$ cat src/lch_pkg.sv
// Shared constants, types and functions for the log2 cumulative histogram.
`default_nettype none

package lch_pkg;

    localparam int NUM_BINS     = 32;
    localparam int SAMPLE_WIDTH = 32;

    localparam int CMD_W        = 1;
    localparam int VALUE_W      = 32;
    localparam int INDEX_W      = 5;
    localparam int BOUND_W      = 31;
    localparam int COUNT_W      = 48;
    localparam int SUM_W        = 64;

    localparam int BIN_IDX_W    = (NUM_BINS > 1) ? $clog2(NUM_BINS) : 1;
    localparam int QUEUE_DEPTH  = 2;
    localparam int QPTR_W       = $clog2(QUEUE_DEPTH);
    localparam int QCNT_W       = $clog2(QUEUE_DEPTH + 1);

    localparam logic [CMD_W-1:0] CMD_ACCUMULATE = 1'b0;
    localparam logic [CMD_W-1:0] CMD_DUMP       = 1'b1;

    localparam logic [COUNT_W-1:0] COUNT_MAX = {COUNT_W{1'b1}};
    localparam logic [SUM_W-1:0]   SUM_MAX   = {SUM_W{1'b1}};

    typedef logic [SAMPLE_WIDTH-1:0] sample_t;
    typedef logic [NUM_BINS-1:0]     bin_mask_t;
    typedef logic [BIN_IDX_W-1:0]    bin_idx_t;

    typedef struct packed {
        logic [CMD_W-1:0] cmd;
        sample_t          sample;
        bin_mask_t        above;
    } lch_item_t;

    function automatic logic [63:0] bin_threshold(input int unsigned idx);
        logic [63:0] t;
        begin
            t = 64'd0;
            if (idx != 0)
            begin
                t = 64'd1 << (idx - 1);
            end
            return t;
        end
    endfunction

endpackage

`default_nettype wire

$ cat src/lch_if.sv
// Valid/ready channel interfaces for sample input and bin report output.
`default_nettype none

interface lch_in_if;
    logic                                  valid;
    logic                                  ready;
    logic [lch_pkg::CMD_W-1:0]             cmd;
    logic [lch_pkg::VALUE_W-1:0]           sample_value;

    modport source (output valid, output cmd, output sample_value, input ready);
    modport sink   (input valid, input cmd, input sample_value, output ready);
endinterface


`default_nettype wire

$ cat src/lch_front.sv
// Front end: accept input transfers and classify each sample against all bin thresholds.
`default_nettype none

module lch_front (
    lch_in_if.sink              in_ch,
    output logic                push_valid,
    output lch_pkg::lch_item_t  push_item,
    input  logic                push_ready
);
    import lch_pkg::*;

    sample_t   sample;
    bin_mask_t above;

    assign sample = sample_t'(in_ch.sample_value[SAMPLE_WIDTH-1:0]);

    always_comb
    begin
        for (int i = 0; i < NUM_BINS; i++)
        begin
            above[i] = ({{(64-SAMPLE_WIDTH){1'b0}}, sample} > bin_threshold(i));
        end
    end

    assign in_ch.ready      = push_ready;
    assign push_valid       = in_ch.valid;
    assign push_item.cmd    = in_ch.cmd;
    assign push_item.sample = sample;
    assign push_item.above  = above;

endmodule

`default_nettype wire

$ cat src/flat_wrapper.sv
// flat-port wrapper written by rule: the top's interface ports become plain ports
module lch_front_flat import lch_pkg::*;
  (push_valid, push_item, push_ready, in_ch_valid, in_ch_cmd, in_ch_sample_value, in_ch_ready);
  lch_in_if in_ch_i ();
  output logic push_valid;
  output lch_pkg::lch_item_t push_item;
  input  logic push_ready;
  input wire logic [$bits(in_ch_i.valid)-1:0] in_ch_valid;
  input wire logic [$bits(in_ch_i.cmd)-1:0] in_ch_cmd;
  input wire logic [$bits(in_ch_i.sample_value)-1:0] in_ch_sample_value;
  output wire logic [$bits(in_ch_i.ready)-1:0] in_ch_ready;
  assign in_ch_i.valid = in_ch_valid;
  assign in_ch_i.cmd = in_ch_cmd;
  assign in_ch_i.sample_value = in_ch_sample_value;
  assign in_ch_ready = in_ch_i.ready;
  lch_front u_core (.in_ch(in_ch_i), .push_valid(push_valid), .push_item(push_item), .push_ready(push_ready));
endmodule
$ cat config.mk
export PLATFORM = sky130hd
export DESIGN_NAME = lch_front_flat
export DESIGN_NICKNAME = d
export VERILOG_FILES = /design/src/lch_pkg.sv /design/src/lch_if.sv /design/src/lch_front.sv /design/src/flat_wrapper.sv
export SDC_FILE = /design/constraint.sdc
export NUM_CORES = 1
export LEC_CHECK = 0
export ABC_CLOCK_PERIOD_IN_PS = 2100
export BUFFER_PORTS_ARGS = -buffer_cell sky130_fd_sc_hd__buf_2
export CELL_PAD_IN_SITES_DETAIL_PLACEMENT = 1
export CELL_PAD_IN_SITES_GLOBAL_PLACEMENT = 1
export CORE_ASPECT_RATIO = 0.8
export CORE_MARGIN = 3
export CORE_UTILIZATION = 23
export DETAILED_ROUTE_END_ITERATION = 8
export PLACE_DENSITY = 0.8
export SLEW_MARGIN = 20
export SYNTH_ARGS = -nofsm -noshare
export SYNTH_HDL_FRONTEND = slang
export SYNTH_SLANG_ARGS = --single-unit
$ cat constraint.sdc
create_clock -name vclk -period 2.1
set_input_delay 0.42 -clock vclk [all_inputs]
set_output_delay 0.42 -clock vclk [all_outputs]
set_load 0.02 [all_outputs]
Word level (Yosys, flattened, before mapping) --
Index checks and enable logic that the tools add are counted.
Storage, ports and cells: bits of input ports 35, output and inout port bits 67, bits in registers 0
Operators by class: $lt $le $gt $ge 32
Operators by type and width (count):
- 32-bit by 1-bit greater-than comparator with 1-bit output (second input constant) | 2
- 32-bit by 10-bit greater-than comparator with 1-bit output (second input constant) | 1
- 32-bit by 11-bit greater-than comparator with 1-bit output (second input constant) | 1
- 32-bit by 12-bit greater-than comparator with 1-bit output (second input constant) | 1
- 32-bit by 13-bit greater-than comparator with 1-bit output (second input constant) | 1
- 32-bit by 14-bit greater-than comparator with 1-bit output (second input constant) | 1
- 32-bit by 15-bit greater-than comparator with 1-bit output (second input constant) | 1
- 32-bit by 16-bit greater-than comparator with 1-bit output (second input constant) | 1
- 32-bit by 17-bit greater-than comparator with 1-bit output (second input constant) | 1
- 32-bit by 18-bit greater-than comparator with 1-bit output (second input constant) | 1
- 32-bit by 19-bit greater-than comparator with 1-bit output (second input constant) | 1
- 32-bit by 2-bit greater-than comparator with 1-bit output (second input constant) | 1
- 32-bit by 20-bit greater-than comparator with 1-bit output (second input constant) | 1
- 32-bit by 21-bit greater-than comparator with 1-bit output (second input constant) | 1
- 32-bit by 22-bit greater-than comparator with 1-bit output (second input constant) | 1
- 32-bit by 23-bit greater-than comparator with 1-bit output (second input constant) | 1
- 32-bit by 24-bit greater-than comparator with 1-bit output (second input constant) | 1
- 32-bit by 25-bit greater-than comparator with 1-bit output (second input constant) | 1
- 32-bit by 26-bit greater-than comparator with 1-bit output (second input constant) | 1
- 32-bit by 27-bit greater-than comparator with 1-bit output (second input constant) | 1
- 32-bit by 28-bit greater-than comparator with 1-bit output (second input constant) | 1
- 32-bit by 29-bit greater-than comparator with 1-bit output (second input constant) | 1
- 32-bit by 3-bit greater-than comparator with 1-bit output (second input constant) | 1
- 32-bit by 30-bit greater-than comparator with 1-bit output (second input constant) | 1
- 7 further kinds | 7

Longest topological paths before layout --
Gate-level depths: netlist of run 1.
depth after elaboration 1, depth in mapped cells 6, gate-level depth less buffers 4

Least setup slack after synthesis of run 1 --
Ideal clock, no wire load.
path type input -> output, from in in_ch_sample_value[15], to out push_item[10] (netlist bit), arrival 1867 ps, stages 5, buffers on the path 1, path slack -187 ps, cells stage by stage buf_6 > or4_4 > or4_4 > nor4_4 > a32oi_1
RTL lines:
- start, declared | RTL line flat_wrapper.sv:10 | input wire logic [$bits(in_ch_i.sample_value)-1:0] in_ch_sample_value;
- end, declared | RTL line flat_wrapper.sv:6 | output lch_pkg::lch_item_t push_item;

==> results of run 1 <==
metrics by stage:
step	area (um2)	setup slack, ns	hold slack (ns)
after floorplan	1440	-0.186	0.953
after global placement	2330	-0.429	0.840
after detailed placement	2330	-0.456	0.840
after CTS	2760	-0.407	0.840
after global routing	3200	-0.417	0.840
final	3200	-0.423	0.840
metal layers:
| layer | vias to the layer above | wire length, um | GRT usage |
|---|---|---|---|
| met5 | - | 0 | 0 |
| met4 | 0 | 575 | 0.0906 |
| met3 | 48 | 747 | 0.0386 |
| met2 | 161 | 4930 | 0.468 |
| met1 | 1191 | 3960 | 0.361 |
| li1 | 1062 | - | - |
cell usage in the layout (no fill, tap or decap), drive strengths merged, types with 5 or more instances in the layout:
cell / count
buf: 198
a31oi: 5
nor3: 24
nand4: 6
o21ai: 5
nand3: 6
nor4: 20
nand2: 18
nor2: 29
or4: 7
a21oi: 6
cell families (layout without fill, tap and decap cells):
group,Yosys count,count (layout)
compound gates,29,29
buf+inv,43,203
simple gates,130,130
final cells by class:
class	count	area [um2]	area share
repair buffers	199	1600	0.501
multi-input cells	159	1510	0.470
well taps	62	77.6	0.0242
inverters	4	15.0	0.00469
how the worst max path moves through the flow:
| stage | endpoint | slack, ns |
|---|---|---|
| after floorplan | push_item[10] | -0.19 |
| after global placement | push_item[30] | -0.43 |
| after detailed placement | push_item[30] | -0.46 |
| after CTS | push_item[19] | -0.41 |
| after global routing | push_item[27] | -0.42 |
| final | push_item[2] | -0.42 |
power breakdown:
part           switching (uW)  total (uW)  leakage (uW)  internal [uW]
Clock                       0           0             0              0
Sequential                  0           0             0              0
Combinational             246         441       0.00138            195
Total                     246         441       0.00138            195
cell usage after synthesis, types with 2 or more instances:
master / count / area, um2
a32oi_1: 2 / 17.5
and4b_1: 2 / 20.0
or2_2: 2 / 12.5
or3_1: 2 / 12.5
a31oi_1: 5 / 31.3
nand3_1: 6 / 30.0
and3_1: 2 / 12.5
nor3_1: 23 / 115
inv_1: 4 / 15.0
o21ai_1: 2 / 10.0
a41oi_1: 2 / 17.5
or3_4: 2 / 22.5
a21oi_1: 6 / 30.0
o21ai_0: 3 / 15.0
a211o_1: 2 / 17.5
buf_4: 35 / 263
nor4_1: 13 / 81.3
a22oi_1: 3 / 22.5
clkbuf_1: 2 / 7.51
nor2_1: 29 / 109
nand2b_1: 3 / 18.8
or4_1: 4 / 30.0
or4_4: 3 / 33.8
nand2_1: 18 / 67.6
nor4_2: 6 / 75.1
nand4_1: 6 / 37.5
what timing repair did:
item	4_1_cts	5_1_grt
gates cloned	1	0
pin swaps	33	39
setup buffers	9	13
resized for setup	89	87
endpoints found under the setup margin	32	32
==> flow_metrics.tcl, run 1 <==
set metrics [dict create \
    cpLargestDelayFamily "simple AND/OR/NAND/NOR gates" \
    die_area_um2 6430 \
    vias 2462 \
    yosys.area_share.simple 0.606 \
    synth_top_family_by_area "simple AND/OR/NAND/NOR gates" \
    relSlewSlack 0.713 \
    ant_nets 0 \
    critPathKind "primary input to primary output" \
    seq_cell_count 0 \
    cp_num_buf_inv 2 \
    port_buffers 96 \
    die_x_um 88.9 \
    min_path_cells 0 \
    synth_xor_area_frac 0 \
    finalSetupViolCount 32 \
    fin_crit_sh 1.20 \
    failed_checks "setup timing" \
    arrival_ns 2.10 \
    end_kind "primary output" \
    synth_fa_ha_area_frac 0 \
    syn_inst 202 \
    grt_max_degree 12 \
    fill_cells 631 \
    syn_to_final_growth_pct 153 \
    fin_util 0.621 \
    cp_max_fo 4 \
    gp_congestion 0.959 \
    cp.depth 6 \
    num_rows 23 \
    crit_chain "buf_6 -> or4_4 -> or3_4 -> nor4_4 -> a22oi_2 -> buf_6" \
    initial_core_util 0.245 \
    io_pins 102 \
    max-cap-violations 0 \
    nets 399 \
    holdPathEnd "push_valid" \
    post-dp-hpwl_um 6630 \
    clkbuf_count 0 \
    hold_class "primary input to primary output" \
    wl_per_cell_um 24.1 \
    cp_slowest_stage_delay_ns 0.53 \
    hold_path.startpoint "in_ch_valid" \
    ys_seq_area_frac 0 \
    worstMarginPinSlew_ns 0.426 \
    cts_hold_buffers 0 \
    syn_area_um2 1260 \
    grt_pass1_vias 2496 \
    regArea_um2 0 \
    rsz0062_at_grt "yes" \
    gr-usage-all-layers 0.277 \
    cp_common_cell "buf_6" \
    die_h_um 72.3 \
    synth_cell_types 41 \
    grt_pass1_wl_um 13800 \
    leakagePower_uw 0.00138 \
    powerDensity_nw_per_um2 138 \
    max_clock_freq_mhz 396 \
    critPathSlowestCell "or4_4" \
    power.total_uw 441 \
    antenna_found_initial 0 \
    slew_viol_final 0 \
    crit_required_ns 1.68 \
    period_minus_slack_ns 2.52 \
    drc 0 \
    fp.coreArea_um2 5150 \
    drive_above_1_share 0.771 \
    final-hold-violation-count 0 \
    finalSetupTns_ns -8.26 \
    cp-startpoint "in_ch_sample_value[8]" \
    dr.pass1.iters 4 \
    synth.area.mux_share 0 \
    synth_compound_area_frac 0.155 \
    power.ir.vdd_worst_v 0.0000727 \
    cp-start-kind "primary input" \
    drt_iter0_drc 167 \
    fin_ws_ns -0.423 \
    syn-num-nets 237 \
    antenna_cells 0 \
    status "finished, violations left" \
    grt-ovfl-total 0 \
    final_cell_count_no_fill 424 \
    wirelength_um 10200 \
    post-place-cells 404 \
    syn_avg_cell_area_um2 6.26 \
    ys_warn_count 0 \
    routed_via_density 5.81 \
]
No activity file was read; power rests on OpenSTA's default activity.
==> inputs of run 2 (changes only) <==
--- a/config.mk
+++ b/config.mk
@@ -6,7 +6,7 @@
 export NUM_CORES = 1
 export LEC_CHECK = 0
 export ABC_CLOCK_PERIOD_IN_PS = 2100
-export BUFFER_PORTS_ARGS = -buffer_cell sky130_fd_sc_hd__buf_2
+export BUFFER_PORTS_ARGS = -buffer_cell sky130_fd_sc_hd__buf_4
 export CELL_PAD_IN_SITES_DETAIL_PLACEMENT = 1
 export CELL_PAD_IN_SITES_GLOBAL_PLACEMENT = 1
 export CORE_ASPECT_RATIO = 0.8
==> flow_metrics.tcl, run 2 (synthesis results as in run 1) <==
set metrics [dict create \
    grt_max_degree 12 \
    post-dp-hpwl_um 6360 \
    drt_iter0_drc 193 \
    vias 2644 \
    wirelength_um 11800 \
    cts_hold_buffers 0 \
    multiInputGateArea_um2 1440 \
    post-place-cells 405 \
    port_buffers 96 \
    status "finished, violations left" \
    rsz0062_at_grt "yes" \
    cp-start-kind "primary input" \
    finalSetupViolCount 32 \
    powerDensity_nw_per_um2 143 \
    fp.coreArea_um2 5150 \
    leakagePower_uw 0.00150 \
    ant_nets 0 \
    nets 417 \
    die_area_um2 6430 \
    syn_to_final_growth_pct 166 \
    clkbuf_count 0 \
    cp_slowest_stage_delay_ns 0.52 \
    relSlewSlack 0.618 \
    gr-usage-all-layers 0.288 \
    cp_max_fo 5 \
    num_rows 23 \
    arrival_ns 2.10 \
    grt_pass1_wl_um 14300 \
    grt-ovfl-total 0 \
    wl_per_cell_um 26.7 \
    final_cell_count_no_fill 442 \
    worstMarginPinSlew_ns 0.567 \
    finalSetupTns_ns -9.60 \
    gp_congestion 0.899 \
    die_h_um 72.3 \
    hold_slack_ns 0.840 \
    crit_required_ns 1.68 \
    die_x_um 88.9 \
    final_cell_mix "buf_4 (168), buf_6 (46), nor2_1 (22), nor4_4 (13), nand2_1 (13)" \
    routed_via_density 5.98 \
    slew_viol_final 0 \
    io_pins 102 \
    antenna_cells 0 \
    drive_above_1_share 0.768 \
    regArea_um2 0 \
    fin_ws_ns -0.420 \
    fin_crit_sh 1.20 \
    seq_cell_count 0 \
    final-hold-violation-count 0 \
    fill_cells 599 \
    layout_commonest_cell "buf_4" \
    critPathSlowestCell "nor4_1" \
    failed_checks "setup timing" \
    power.ir.vdd_worst_v 0.0000757 \
    critPathKind "primary input to primary output" \
    grt_pass1_vias 2576 \
    antenna_found_initial 0 \
    end_kind "primary output" \
    initial_core_util 0.245 \
    max_clock_freq_mhz 397 \
    crit_chain "buf_4 -> buf_4 -> nor4_1 -> nand4_1 -> o32a_1 -> buf_6" \
    hold_class "primary input to primary output" \
    cp_common_cell "buf_4" \
    dr.pass1.iters 4 \
    power.total_uw 480 \
    drc 0 \
    max-cap-violations 0 \
    period_minus_slack_ns 2.52 \
]
run 2: power by group:
part	switching, uW	internal (uW)
clock	0	0
combinational	256	225
sequential	0	0
total	256	225
run 2: worst paths after layout:
kind  slack, ns  cells past startpoint                    from            end
min        0.84                      0             in_ch_valid     push_valid
max       -0.42                      6  in_ch_sample_value[23]  push_item[29]
run 2: metrics by stage:
stage	setup WS, ns	util	instance area [um2]
2_1_floorplan	-0.186	-	1440
3_3_place_gp	-0.430	0.501	2580
3_5_place_dp	-0.416	0.501	2580
4_1_cts	-0.375	0.583	3010
5_1_grt	-0.506	0.652	3360
6_report	-0.420	0.652	3360
run 2: per-layer routing:
| metal | part of all wire | vias up | track usage |
|---|---|---|---|
| li1 | - | 1098 | - |
| met1 | 0.37 | 1307 | 0.371 |
| met2 | 0.49 | 180 | 0.520 |
| met3 | 0.081 | 59 | 0.0216 |
| met4 | 0.059 | 0 | 0.0638 |
| met5 | 0 | - | 0 |
run 2: worst max-delay path, delay by kind of cell:
kind,cells,cell delay [ns]
AO/OA/AOI/OAI,1,0.39
buffers and inverters,3,0.43
AND/OR/NAND/NOR,2,0.86
run 2: what timing repair did:
action | 4_1_cts | 5_1_grt
cloned | 1 | 0
setup buffers | 15 | 23
setup endpoints to repair | 32 | 32
gates resized for setup | 74 | 39
pin swaps | 33 | 22
run 2: layout make-up:
class / instances / share of cell area
tap: 62 / 0.0231
multi-input combinational: 159 / 0.428
inverter: 4 / 0.00447
timing repair buffer: 217 / 0.545
