## src/lch_pkg.sv

```systemverilog
// Shared constants, types and functions for the log2 cumulative histogram.
`default_nettype none

package lch_pkg;

    localparam int NUM_BINS     = 32;
    localparam int SAMPLE_WIDTH = 32;

    localparam int CMD_W        = 1;
    localparam int VALUE_W      = 32;
    localparam int INDEX_W      = 5;
    localparam int BOUND_W      = 31;
    localparam int COUNT_W      = 48;
    localparam int SUM_W        = 64;

    localparam int BIN_IDX_W    = (NUM_BINS > 1) ? $clog2(NUM_BINS) : 1;
    localparam int QUEUE_DEPTH  = 2;
    localparam int QPTR_W       = $clog2(QUEUE_DEPTH);
    localparam int QCNT_W       = $clog2(QUEUE_DEPTH + 1);

    localparam logic [CMD_W-1:0] CMD_ACCUMULATE = 1'b0;
    localparam logic [CMD_W-1:0] CMD_DUMP       = 1'b1;

    localparam logic [COUNT_W-1:0] COUNT_MAX = {COUNT_W{1'b1}};
    localparam logic [SUM_W-1:0]   SUM_MAX   = {SUM_W{1'b1}};

    typedef logic [SAMPLE_WIDTH-1:0] sample_t;
    typedef logic [NUM_BINS-1:0]     bin_mask_t;
    typedef logic [BIN_IDX_W-1:0]    bin_idx_t;

    typedef struct packed {
        logic [CMD_W-1:0] cmd;
        sample_t          sample;
        bin_mask_t        above;
    } lch_item_t;

    function automatic logic [63:0] bin_threshold(input int unsigned idx);
        logic [63:0] t;
        begin
            t = 64'd0;
            if (idx != 0)
            begin
                t = 64'd1 << (idx - 1);
            end
            return t;
        end
    endfunction

endpackage

`default_nettype wire

```

## src/lch_queue.sv

```systemverilog
// Short queue between the front end and the bin engine.
`default_nettype none

module lch_queue (
    input  logic                clk,
    input  logic                rst_n,
    input  logic                push_valid,
    input  lch_pkg::lch_item_t  push_item,
    output logic                push_ready,
    output logic                pop_valid,
    output lch_pkg::lch_item_t  pop_item,
    input  logic                pop_ready
);
    import lch_pkg::*;

    lch_item_t          entry_reg [QUEUE_DEPTH];
    logic [QPTR_W-1:0]  wr_ptr_reg;
    logic [QPTR_W-1:0]  wr_ptr_next;
    logic [QPTR_W-1:0]  rd_ptr_reg;
    logic [QPTR_W-1:0]  rd_ptr_next;
    logic [QCNT_W-1:0]  count_reg;
    logic [QCNT_W-1:0]  count_next;
    logic               do_push;
    logic               do_pop;

    assign push_ready = (count_reg != QCNT_W'(QUEUE_DEPTH));
    assign pop_valid  = (count_reg != '0);
    assign pop_item   = entry_reg[rd_ptr_reg];
    assign do_push    = push_valid && push_ready;
    assign do_pop     = pop_valid && pop_ready;

    always_comb
    begin
        wr_ptr_next = wr_ptr_reg;
        rd_ptr_next = rd_ptr_reg;
        count_next  = count_reg;
        if (do_push)
        begin
            wr_ptr_next = (wr_ptr_reg == QPTR_W'(QUEUE_DEPTH - 1)) ? '0 : wr_ptr_reg + 1'b1;
        end
        if (do_pop)
        begin
            rd_ptr_next = (rd_ptr_reg == QPTR_W'(QUEUE_DEPTH - 1)) ? '0 : rd_ptr_reg + 1'b1;
        end
        if (do_push && !do_pop)
        begin
            count_next = count_reg + 1'b1;
        end
        else if (do_pop && !do_push)
        begin
            count_next = count_reg - 1'b1;
        end
    end

    always_ff @(posedge clk)
    begin
        if (do_push)
        begin
            entry_reg[wr_ptr_reg] <= push_item;
        end
    end

    always_ff @(posedge clk or negedge rst_n)
    begin
        if (!rst_n)
        begin
            wr_ptr_reg <= '0;
            rd_ptr_reg <= '0;
            count_reg  <= '0;
        end
        else
        begin
            wr_ptr_reg <= wr_ptr_next;
            rd_ptr_reg <= rd_ptr_next;
            count_reg  <= count_next;
        end
    end

endmodule

`default_nettype wire

```

## config.mk

```make
export PLATFORM = sky130hd
export DESIGN_NAME = lch_queue
export DESIGN_NICKNAME = d
export VERILOG_FILES = /design/src/lch_pkg.sv /design/src/lch_queue.sv
export SDC_FILE = /design/constraint.sdc
export NUM_CORES = 1
export LEC_CHECK = 0
export BUFFER_PORTS_ARGS = -buffer_cell sky130_fd_sc_hd__buf_2
export CORE_AREA = 3 3 79 137
export CTS_CLUSTER_SIZE = 28
export DETAILED_ROUTE_END_ITERATION = 7
export DIE_AREA = 0 0 82 140
export GPL_ROUTABILITY_DRIVEN = 0
export PLACE_DENSITY = 0.78
export SLEW_MARGIN = 20
export SYNTH_ARGS = -nofsm -noshare
export SYNTH_HDL_FRONTEND = slang
export SYNTH_SLANG_ARGS = --single-unit
```

## constraint.sdc

```tcl
create_clock -name clk -period 5.5 [get_ports clk]
set_input_delay 0.55 -clock clk [delete_from_list [all_inputs] [get_ports clk]]
set_output_delay 0.55 -clock clk [all_outputs]
set_load 0.01 [all_outputs]
```

# ---- After elaboration in Yosys (flattened, before gate mapping)
# Memory sizes are Yosys's and may differ from the RTL's.
# Cells that the tools add are included.
dict set report totals {
  ff_bits 4
  latchBits 0
  ram_bits 130
  rom_bits 0
  inputBits 69
  out_inout_bits 67
  wordCells 23
  memories 1
}
dict set report classes {
  n_addsub 4
  n_mul 0
  div 0
  order_cmp 0
  n_eq_ne 1
  shift 0
  mux 6
  bitwise_logic 0
  n_reduce_logical 8
}
# memory words word_bits read_ports rd_clocked_by_memory_dff wr line
set memory_table {}
lappend memory_table {entry_reg 2 65 1 0 1 lch_queue.sv:16} ;# lch_item_t entry_reg [QUEUE_DEPTH];
# operator count
set op_table {}
lappend op_table {{$logic_and 1x1->1} 4}
lappend op_table {{$mux 1} 4}
lappend op_table {{$mux 2} 2}
lappend op_table {{$reduce_bool 2->1} 2}
lappend op_table {{$add 1x1->1 const B} 2}
lappend op_table {{$add 2x1->2 const B} 1}
lappend op_table {{$logic_not 1->1} 2}
lappend op_table {{$ne 2x2->1 const B} 1}
lappend op_table {{$sub 2x1->2 const B} 1}

# ---- Depth between registers and ports, before layout
# Gate-level depths: netlist (run 1).
dict set report logic_depth {
  word_depth 6
  ltp_mapped 7
  mapped_depth_nobuf 7
}

# ---- Least setup slack after synthesis (run 1)
# OpenSTA, ideal clock, no wires.
dict set report synth_path {
  kind {register to register}
  startpoint {reg count_reg[0]}
  endpoint {mem entry_reg[0][0] in the netlist's numbering (enable)}
  setup_ns 0.488
  t_arrival_ns 3.417
  required_time_ns 5.012
  slack_ns 1.595
  stages_incl_launch_ff 4
  n_path_buf 0
  synth_period_minus_slack_ns 3.905
  cell_sequence {dfrtp_1 nand2b_1 nand2_1 nor2_1}
}
dict set report synth_between {
  elab_chain_len 4
}
# element line
set synth_lines {}
lappend synth_lines {{start, declared} lch_queue.sv:21} ;# logic [QCNT_W-1:0] count_reg;
lappend synth_lines {{start signal, assigned} lch_queue.sv:75} ;# count_reg <= count_next;
lappend synth_lines {{$ne 2x2->1} lch_queue.sv:26} ;# assign push_ready = (count_reg != QCNT_W'(QUEUE_DEPTH));
lappend synth_lines {{via push_ready} lch_queue.sv:9} ;# output logic push_ready,
lappend synth_lines {{$logic_and 1x1->1} lch_queue.sv:29} ;# assign do_push = push_valid && push_ready;
lappend synth_lines {{$mux 1} lch_queue.sv:57} ;# if (do_push)
lappend synth_lines {{$mux 1 (implied by the code)} lch_queue.sv:59} ;# entry_reg[wr_ptr_reg] <= push_item;
lappend synth_lines {{end, declared} lch_queue.sv:16}
# The timed path passes the listed nets, and every way through them passes these cells.

==> impl_metrics.tcl, run 1 <==
set metrics [dict create \
    outcome "finished, final reports clean" \
    wl_um 8680 \
    die_w_um 82 \
    drc 0 \
    power_density_nw_per_um2 564 \
    start_kind "register" \
    clk_pin_slew_worst_paths_ps 60 \
    grt_max_degree 67 \
    diodes 0 \
    reg2reg_slack_ps 3270 \
    required_ps 4950 \
    reg2regPathDepth 4 \
    ir_drop_v 0.000424 \
    setup_tns_ps 0 \
    holdBufCountCts 1 \
    cp_slowest_stage_delay_ps 650 \
    tightest_slew_ps 649 \
    min_period_over_period_pct 45.0 \
    syn_inst 220 \
    cp_data_arrival_time_ps 1930 \
    avgSynthCellArea_um2 22.9 \
    regArea_um2 4010 \
    fill_cells 711 \
    antenna_found_initial 0 \
    fin_nets 441 \
    cts.sinks 134 \
    hold_end "entry_reg[0][55]$_DFFE_PP_" \
    insertion_delay_ps 400 \
    critPathSlowestCell "dfrtp_4" \
    grt_pass1_wl_um 13700 \
    cts_made_buffers 17 \
    area_growth_pct 28.6 \
    worst_slack_ps 3020 \
    h-tree-depth 4 \
    crit_buf_inv 2 \
    rows 48 \
    hold_path_startpoint "push_item[55]" \
    cts_root_buffer "clkbuf_16" \
    grt_pass1_vias 2833 \
    syn-num-nets 290 \
    relSlewSlack_pct 56.8 \
    power_leakage_nw 2.58 \
    hpwl_um 5760 \
    cp_max_fo 46 \
    cts_setup_buffers 0 \
    num_io_pins 136 \
    cp_top_family "flip-flops" \
    path_class "register to output pin" \
    hold_viol 0 \
    slew_violations 0 \
    fmax_ghz 0.404 \
    cap_violations 0 \
    vias 2536 \
    setup-violations-final 0 \
    min_period_ps 2480 \
    antenna_left 0 \
    hold_path.class "primary input to register" \
    yosys_warnings 0 \
    drtPass1Iterations 4 \
    grt_overflow 0 \
    fp.coreArea_um2 9850 \
    die_h_um 140 \
    portBuffers 135 \
    crit_path_end_kind "output pin" \
    synth-seq-cells 134 \
    multi_input_area_um2 981 \
    cts_tree "yes" \
    wl_per_cell_um 17.0 \
    via_per_inst 4.98 \
    largest_register_ff_count 130 \
    synth.distinct_cells 15 \
    cts_resized 0 \
    hold_depth 1 \
    drive_gt1_share_pct 61.2 \
    r2r-end "entry_reg[0][58]$_DFFE_PP_" \
    ys_seq_area_share_pct 79.3 \
    cts.path.max_buffers 2 \
    start_util_pct 51.2 \
    place_ws_ps 3160 \
    dieArea_um2 11500 \
    drtIter0Drc 73 \
    rsz0062_at_grt "no" \
    fin_worst_skew_ps 7.57 \
    grt_usage_pct 16.5 \
    synth_area_um2 5050 \
    r2r-start "count_reg[0]$_DFFE_PN0P_" \
    path_cells "buf_16 > mux2_2 > buf_2" \
]
==> stage by stage <==
step	util [%]	area (um2)	cells	hold WS, ps	total power, mW
floorplan	-	5050	220	254	2.22
global placement	59.3	5840	475	360	2.52
detailed placement	59.3	5840	475	360	2.55
CTS	65.6	6460	508	313	3.71
global route	65.9	6490	509	312	3.84
finish	65.9	6490	509	334	3.66
==> logic make-up (layout without fill, tap and decap cells) <==
group,after synthesis,count (layout),synth area share (%)
mux,65,65,17.5
xor+xnor,5,5,0.868
fa+ha+maj,1,1,0.248
simple gates,7,7,0.670
buf+inv,8,172,1.39
flops,134,134,79.3
==> metal layers <==
| metal | share of wire [%] | up-vias | track usage, % |
|---|---|---|---|
| li1 | - | 1172 | - |
| met1 | 33 | 1251 | 15.5 |
| met2 | 58 | 93 | 29.2 |
| met3 | 6.0 | 20 | 5.98 |
| met4 | 3.6 | 0 | 9.89 |
| met5 | 0 | - | 0 |
==> report_power, final <==
part	internal (mW)	switching [mW]	leakage, nW
registers	1.40	0.0984	1.25
clock network	0.751	0.387	0.289
logic	0.521	0.501	1.03
==> layout by cell type (no fill, tap or decap), types with 2 or more instances in the layout <==
cell type   netlist  final
mux2_2           25     25
xor2_1            2      2
buf_2             2    135
clkinv_1          0      4
nand2_1           2      2
edfxtp_1        130    130
clkinvlp_4        0      3
clkinv_2          0      2
clkbuf_16         0     17
buf_4             0      2
dfrtp_1           4      3
xnor2_1           3      3
mux2_4           40     40
bufinv_16         0      4
==> synthesized netlist by cell type <==
| master | n | area, um2 |
|---|---|---|
| mux2_2 | 25 | 282 |
| nor2_1 | 2 | 7.51 |
| edfxtp_1 | 130 | 3900 |
| nand2b_1 | 1 | 6.26 |
| xnor2_1 | 3 | 26.3 |
| ha_1 | 1 | 12.5 |
| buf_6 | 5 | 56.3 |
| and3_1 | 1 | 6.26 |
| or2_2 | 1 | 6.26 |
| xor2_1 | 2 | 17.5 |
| mux2_4 | 40 | 601 |
| inv_1 | 1 | 3.75 |
| dfrtp_1 | 4 | 100 |
| nand2_1 | 2 | 7.51 |
| buf_2 | 2 | 10.0 |
==> cell type report <==
cell class	count	area share, %
inverter	1	0.0579
tap	125	2.41
timing repair buffer	139	11.2
clock buffer	17	6.56
multi-input combinational	78	15.1
sequential	134	61.8
clock inverter	15	2.85
==> how the worst max path moves through the flow <==
stage	end	cells past startpoint	start	slack (ps)
floorplan	entry_reg[0][0]$_DFFE_PP_	3	count_reg[0]$_DFFE_PN0P_	1590
global placement	entry_reg[0][55]$_DFFE_PP_	4	push_valid	3140
detailed placement	entry_reg[0][55]$_DFFE_PP_	4	push_valid	3160
CTS	pop_item[37]	2	rd_ptr_reg$_DFFE_PN0P_	2760
global route	pop_item[63]	3	rd_ptr_reg$_DFFE_PN0P_	2940
finish	pop_item[45]	3	rd_ptr_reg$_DFFE_PN0P_	3020
No activity file was read; power rests on OpenSTA's default activity.
==> run 2, diff against run 1 <==
--- a/config.mk
+++ b/config.mk
@@ -6,12 +6,12 @@
 export NUM_CORES = 1
 export LEC_CHECK = 0
 export BUFFER_PORTS_ARGS = -buffer_cell sky130_fd_sc_hd__buf_2
-export CORE_AREA = 3 3 79 137
+export CORE_AREA = 3 3 83 144
 export CTS_CLUSTER_SIZE = 28
 export DETAILED_ROUTE_END_ITERATION = 7
-export DIE_AREA = 0 0 82 140
+export DIE_AREA = 0 0 86 147
 export GPL_ROUTABILITY_DRIVEN = 0
-export PLACE_DENSITY = 0.78
+export PLACE_DENSITY = 0.75
 export SLEW_MARGIN = 20
 export SYNTH_ARGS = -nofsm -noshare
 export SYNTH_HDL_FRONTEND = slang
==> constraint.sdc (replaced) <==
create_clock -name clk -period 2.27 [get_ports clk]
set_input_delay 0.227 -clock clk [delete_from_list [all_inputs] [get_ports clk]]
set_output_delay 0.227 -clock clk [all_outputs]
set_load 0.01 [all_outputs]
==> run 2 against run 1 <==
Effect of this change: clock power up 130%; utilization down 4.9 points; sequential share of layout area down 1.1 points; sequential power up 140%.
==> impl_metrics.tcl, run 2 (synthesized netlist as in run 1, its figures left out) <==
set metrics [dict create \
    min_period_ps 1850 \
    drtIter0Drc 130 \
    grt_overflow 0 \
    path_cells "buf_12 > mux2_2 > buf_2" \
    cts.path.max_buffers 2 \
    finalNonFillerCells 528 \
    grt_usage_pct 14.6 \
    drive_gt1_share_pct 59.9 \
    hold_path.class "primary input to register" \
    drc 0 \
    path_class "register to output pin" \
    wl_per_cell_um 16.8 \
    fp.coreArea_um2 10800 \
    antenna_left 0 \
    start_util_pct 46.6 \
    insertion_delay_ps 400 \
    finalPower_mw 8.81 \
    relSlewSlack_pct 68.6 \
    grt_max_degree 36 \
    crit_buf_inv 2 \
    min_period_over_period_pct 81.3 \
    via_per_inst 4.85 \
    die_w_um 86 \
    layout_commonest_cell "buf_2" \
    area_growth_pct 30.8 \
    cap_violations 0 \
    grt_pass1_vias 2800 \
    vias 2563 \
    dieArea_um2 12600 \
    grt_pass1_wl_um 13700 \
    power_density_nw_per_um2 1330 \
    rsz0062_at_grt "no" \
    cts_resized 0 \
    fill_cells 804 \
    antenna_found_initial 1 \
    design_area_um2 6600 \
    hold_viol 0 \
    cp_top_family "flip-flops" \
    outcome "finished, final reports clean" \
    ir_drop_v 0.00140 \
    hpwl_um 6050 \
    multi_input_area_um2 981 \
    tightest_slew_ps 470 \
    cts_made_buffers 17 \
    start_kind "register" \
    cp_slowest_stage_delay_ps 440 \
    drtPass1Iterations 4 \
    portBuffers 135 \
    fin_worst_skew_ps 8.36 \
    required_ps 2040 \
    crit_path_end_kind "output pin" \
    dpl_cell_area_um2 5900 \
    clk_pin_slew_worst_paths_ps 50 \
    setup-violations-final 0 \
    num_io_pins 136 \
    mostFrequentLayoutCells "buf_2 (135), edfxtp_1 (130), mux2_4 (40)" \
    cts.sinks 134 \
    power_leakage_nw 2.63 \
    die_h_um 147 \
    place_inst 484 \
    wl_um 8860 \
    place_ws_ps 632 \
    largest_register_ff_count 130 \
    slew_violations 0 \
    fin_nets 454 \
    regArea_um2 4010 \
    h-tree-depth 4 \
    worst_slack_ps 425 \
    cp_data_arrival_time_ps 1620 \
    cp_max_fo 35 \
    rows 50 \
    setup_tns_ps 0 \
    cts_tree "yes" \
    fmax_ghz 0.542 \
    cts_setup_buffers 0 \
    critPathSlowestCell "dfrtp_4" \
    cts_root_buffer "clkbuf_16" \
]
[run 2: cell types whose count changed in the layout (fill, tap and decap cells not counted), moves of 2 or more]
cell	before	now
buf_4	2	4
buf_12	0	2
dlygate4sd3_1	1	11
clkinvlp_4	3	1
clkinv_4	1	4
[run 2: area by class of cell]
type | count | share of cell area (%)
sequential | 134 | 60.7
clock buffer | 17 | 6.44
inverter | 1 | 0.0569
clock inverter | 15 | 2.46
antenna | 1 | 0.0379
timing repair buffer | 152 | 13.0
tap | 130 | 2.46
multi-input combinational | 78 | 14.9
[run 2: through the flow]
| step | hold WS, ps | util (%) |
|---|---|---|
| after CTS | 0.308 | 60.8 |
| after detailed placement | 42.0 | 54.5 |
| after floorplan | -68.6 | - |
| after global placement | 33.7 | 54.5 |
| after global routing | 1.57 | 61.0 |
| final | 21.2 | 61.0 |
[run 2: final timing paths]
path                                                   end  depth (start not counted)  slack, ps                startpoint
max in group asynchronous           rd_ptr_reg$_DFFE_PN0P_                          2       1960                     rst_n
worst min-delay path            entry_reg[0][54]$_DFFE_PP_                          1         20             push_item[54]
worst max register to register  entry_reg[0][32]$_DFFE_PP_                          4        630  count_reg[0]$_DFFE_PN0P_
worst max-delay path                          pop_item[38]                          3        420    rd_ptr_reg$_DFFE_PN0P_
worst min register to register    count_reg[1]$_DFFE_PN0P_                          1        520  count_reg[1]$_DFFE_PN0P_
min in group asynchronous         count_reg[1]$_DFFE_PN0P_                          2        170                     rst_n
[run 2: worst reg2reg max path: stages (launching register included)]
cell      delay (ps)
dfrtp_1          400
nand2b_1         180
nand2_1          150
nor2_4           120
buf_4            410
[run 2: timing repair]
action / in CTS / in global routing
setup endpoints to repair: 0 / 0
hold buffers: 9 / 2
endpoints found under the hold margin: 20 / 4
[run 2: routing by layer]
| metal | wire [um] | global-route usage, % |
|---|---|---|
| met1 | 3010 | 13.8 |
| met4 | 215 | 8.32 |
| met3 | 409 | 4.21 |
| met5 | 0 | 0 |
| met2 | 5230 | 27.0 |
[run 2: power breakdown]
| group | internal (mW) | total, mW | switching (mW) |
|---|---|---|---|
| Combinational | 1.31 | 2.63 | 1.32 |
| Sequential | 3.39 | 3.55 | 0.159 |
| Clock | 1.71 | 2.63 | 0.922 |
==> run 3, diff against run 2 <==
--- a/config.mk
+++ b/config.mk
@@ -6,12 +6,12 @@
 export NUM_CORES = 1
 export LEC_CHECK = 0
 export BUFFER_PORTS_ARGS = -buffer_cell sky130_fd_sc_hd__buf_2
-export CORE_AREA = 3 3 83 144
+export CORE_AREA = 3 3 79 137
 export CTS_CLUSTER_SIZE = 28
 export DETAILED_ROUTE_END_ITERATION = 7
-export DIE_AREA = 0 0 86 147
+export DIE_AREA = 0 0 82 140
 export GPL_ROUTABILITY_DRIVEN = 0
-export PLACE_DENSITY = 0.75
+export PLACE_DENSITY = 0.78
 export SLEW_MARGIN = 20
 export SYNTH_ARGS = -nofsm -noshare
 export SYNTH_HDL_FRONTEND = slang
==> constraint.sdc (replaced) <==
create_clock -name clk -period 1.8 [get_ports clk]
set_input_delay 0.18 -clock clk [delete_from_list [all_inputs] [get_ports clk]]
set_output_delay 0.18 -clock clk [all_outputs]
set_load 0.01 [all_outputs]
==> run 3 against run 2 <==
Effect of this change: setup slack worse by 410 ps; cell count rose by 10%; utilization up 16 points; worst hold slack better by 62 ps; combinational power rose by 61%; clock power is 34% higher; sequential cell count unchanged; first-iteration DRC count decreased by 5.4%; die area down 9.2%; largest cell class unchanged; highest routed layer unchanged.
==> impl_metrics.tcl, run 3 (synthesized netlist as in run 1, its figures left out) <==
set metrics [dict create \
    hold_end "rd_ptr_reg$_DFFE_PN0P_" \
    r2r-end "count_reg[1]$_DFFE_PN0P_" \
    use_met1_pct 19.9 \
    hold_path.class "primary input to register" \
    grt_pass1_vias 3191 \
    ir_drop_v 0.000970 \
    cts_root_buffer "clkbuf_16" \
    switching_share_pct 26.9 \
    cap_violations 0 \
    wl_um 10300 \
    cp_max_fo 19 \
    intPower_mw 8.97 \
    crit_path_end_kind "output pin" \
    hold_depth 3 \
    fin_util_pct 76.6 \
    worst_slack_ps 16.0 \
    min_period_over_period_pct 99.1 \
    cts.path.max_buffers 2 \
    rows 48 \
    antenna_found_initial 0 \
    wl_per_cell_um 17.7 \
    start_util_pct 51.2 \
    drc 0 \
    vias 2798 \
    power_density_nw_per_um2 1630 \
    grt_pass1_wl_um 16100 \
    fin_nets 514 \
    relSlewSlack_pct 82.0 \
    clk_pin_slew_worst_paths_ps 50 \
    hpwl_um 6160 \
    multi_input_area_um2 1030 \
    cts.sinks 134 \
    use_met3_pct 5.21 \
    grt_overflow 0 \
    holdWs_ps 82.8 \
    cts_tree "yes" \
    die_w_um 82 \
    min_period_ps 1780 \
    place_ws_ps 289 \
    fp.coreArea_um2 9850 \
    grt_util_met2_pct 34.8 \
    path_cells "buf_12 > mux2_2 > buf_2" \
    fin_worst_skew_ps 7.00 \
    drtIter0Drc 123 \
    mostFrequentLayoutCells "edfxtp_1 (130), buf_2 (97), dlygate4sd3_1 (66)" \
    reg2regPathDepth 6 \
    largest_register_ff_count 130 \
    grt_max_degree 48 \
    via_per_inst 4.81 \
    outcome "finished, final reports clean" \
    die_h_um 140 \
    r2r-start "count_reg[0]$_DFFE_PN0P_" \
    power_leakage_nw 3.05 \
    reg2reg_slack_ps 280 \
    portBuffers 135 \
    antenna_left 0 \
    grt_usage_pct 19.3 \
    start_kind "register" \
    busiest_layer "met2" \
    h-tree-depth 4 \
    cp_data_arrival_time_ps 1600 \
    drtPass1Iterations 4 \
    combPwrFrac_pct 34.5 \
    pwr-share-clk_pct 28.7 \
    area_growth_pct 49.5 \
    diodes 0 \
    required_ps 1620 \
    hold_viol 0 \
    fill_cells 568 \
    regArea_um2 4010 \
    seqPwrFrac_pct 36.9 \
    cp_slowest_stage_delay_ps 500 \
    hold_path_startpoint "pop_ready" \
    p_switching_mw 3.31 \
    rsz0062_at_grt "yes" \
    fmax_ghz 0.561 \
    drive_gt1_share_pct 54.0 \
    num_io_pins 136 \
    insertion_delay_ps 400 \
    critPathSlowestCell "dfrtp_4" \
    tightest_slew_ps 270 \
    setup-violations-final 0 \
    finalPower_mw 12.3 \
    slew_violations 0 \
    layout_commonest_cell "edfxtp_1" \
    cts_made_buffers 17 \
    path_class "register to output pin" \
    dieArea_um2 11500 \
]
## run 3: cell types whose count changed in the layout (fill, tap and decap cells not counted), moves of 2 or more
| cell | change |
|---|---|
| buf_6 | +38 |
| clkinv_4 | -2 |
| dlygate4sd3_1 | +55 |
| buf_12 | +4 |
| clkinv_1 | -3 |
| mux2_2 | -10 |
| clkinv_2 | +2 |
| buf_2 | -38 |
| mux2_4 | +10 |
## run 3: worst max-delay path by stage
stage / from / slack [ps] / cells past startpoint / to
after floorplan: count_reg[0]$_DFFE_PN0P_ / -210 / 3 / entry_reg[0][0]$_DFFE_PP_
after detailed placement: count_reg[0]$_DFFE_PN0P_ / 290 / 6 / count_reg[1]$_DFFE_PN0P_
after CTS: rd_ptr_reg$_DFFE_PN0P_ / -30 / 3 / pop_item[41]
after global placement: count_reg[0]$_DFFE_PN0P_ / 350 / 6 / count_reg[1]$_DFFE_PN0P_
final: rd_ptr_reg$_DFFE_PN0P_ / 20 / 3 / pop_item[62]
after global routing: rd_ptr_reg$_DFFE_PN0P_ / -40 / 3 / pop_item[62]
## run 3: through the flow
step / instances / setup TNS, ps / area (um2)
floorplan: 220 / -17450 / 5070
global placement: 480 / 0 / 5970
detailed placement: 480 / 0 / 5970
CTS: 581 / -378 / 7420
global route: 582 / -794 / 7540
finish: 582 / 0 / 7540
## run 3: power groups by stage
| stage | Clock, mW | Sequential, mW | Combinational (mW) |
|---|---|---|---|
| CTS | 3.57 | 4.53 | 3.99 |
| global route | 3.72 | 4.60 | 4.51 |
| finish | 3.52 | 4.53 | 4.23 |
| floorplan | 0 | 4.49 | 2.31 |
| global placement | 0 | 4.55 | 3.39 |
| detailed placement | 0 | 4.61 | 3.45 |
## run 3: layer usage
layer  share of wire (%)  vias up
met5                   0        -
met4                 3.1        0
met3                 4.8       25
met2                  59       95
met1                  34     1357
li1                    -     1321
## run 3: final cells by class
class / count / share of cell area, %
flip-flops and latches: 134 / 53.1
repair buffers: 212 / 23.0
multi-input cells: 78 / 13.7
clock buffers: 18 / 5.69
clock inverters: 14 / 2.42
well taps: 125 / 2.07
inverters: 1 / 0.0498
## run 3: critical path, delay by kind of cell, from the launching register on
family | cells | cell delay (ps)
muxes | 1 | 340
buffers and inverters | 2 | 350
DFF | 1 | 500
## run 3: timing repair
action,CTS,global route
endpoints found under the hold margin,134,0
pin swaps,0,0
resized for setup,27,21
endpoints found under the setup margin,57,57
buffers inserted,3,1
hold buffers,66,0
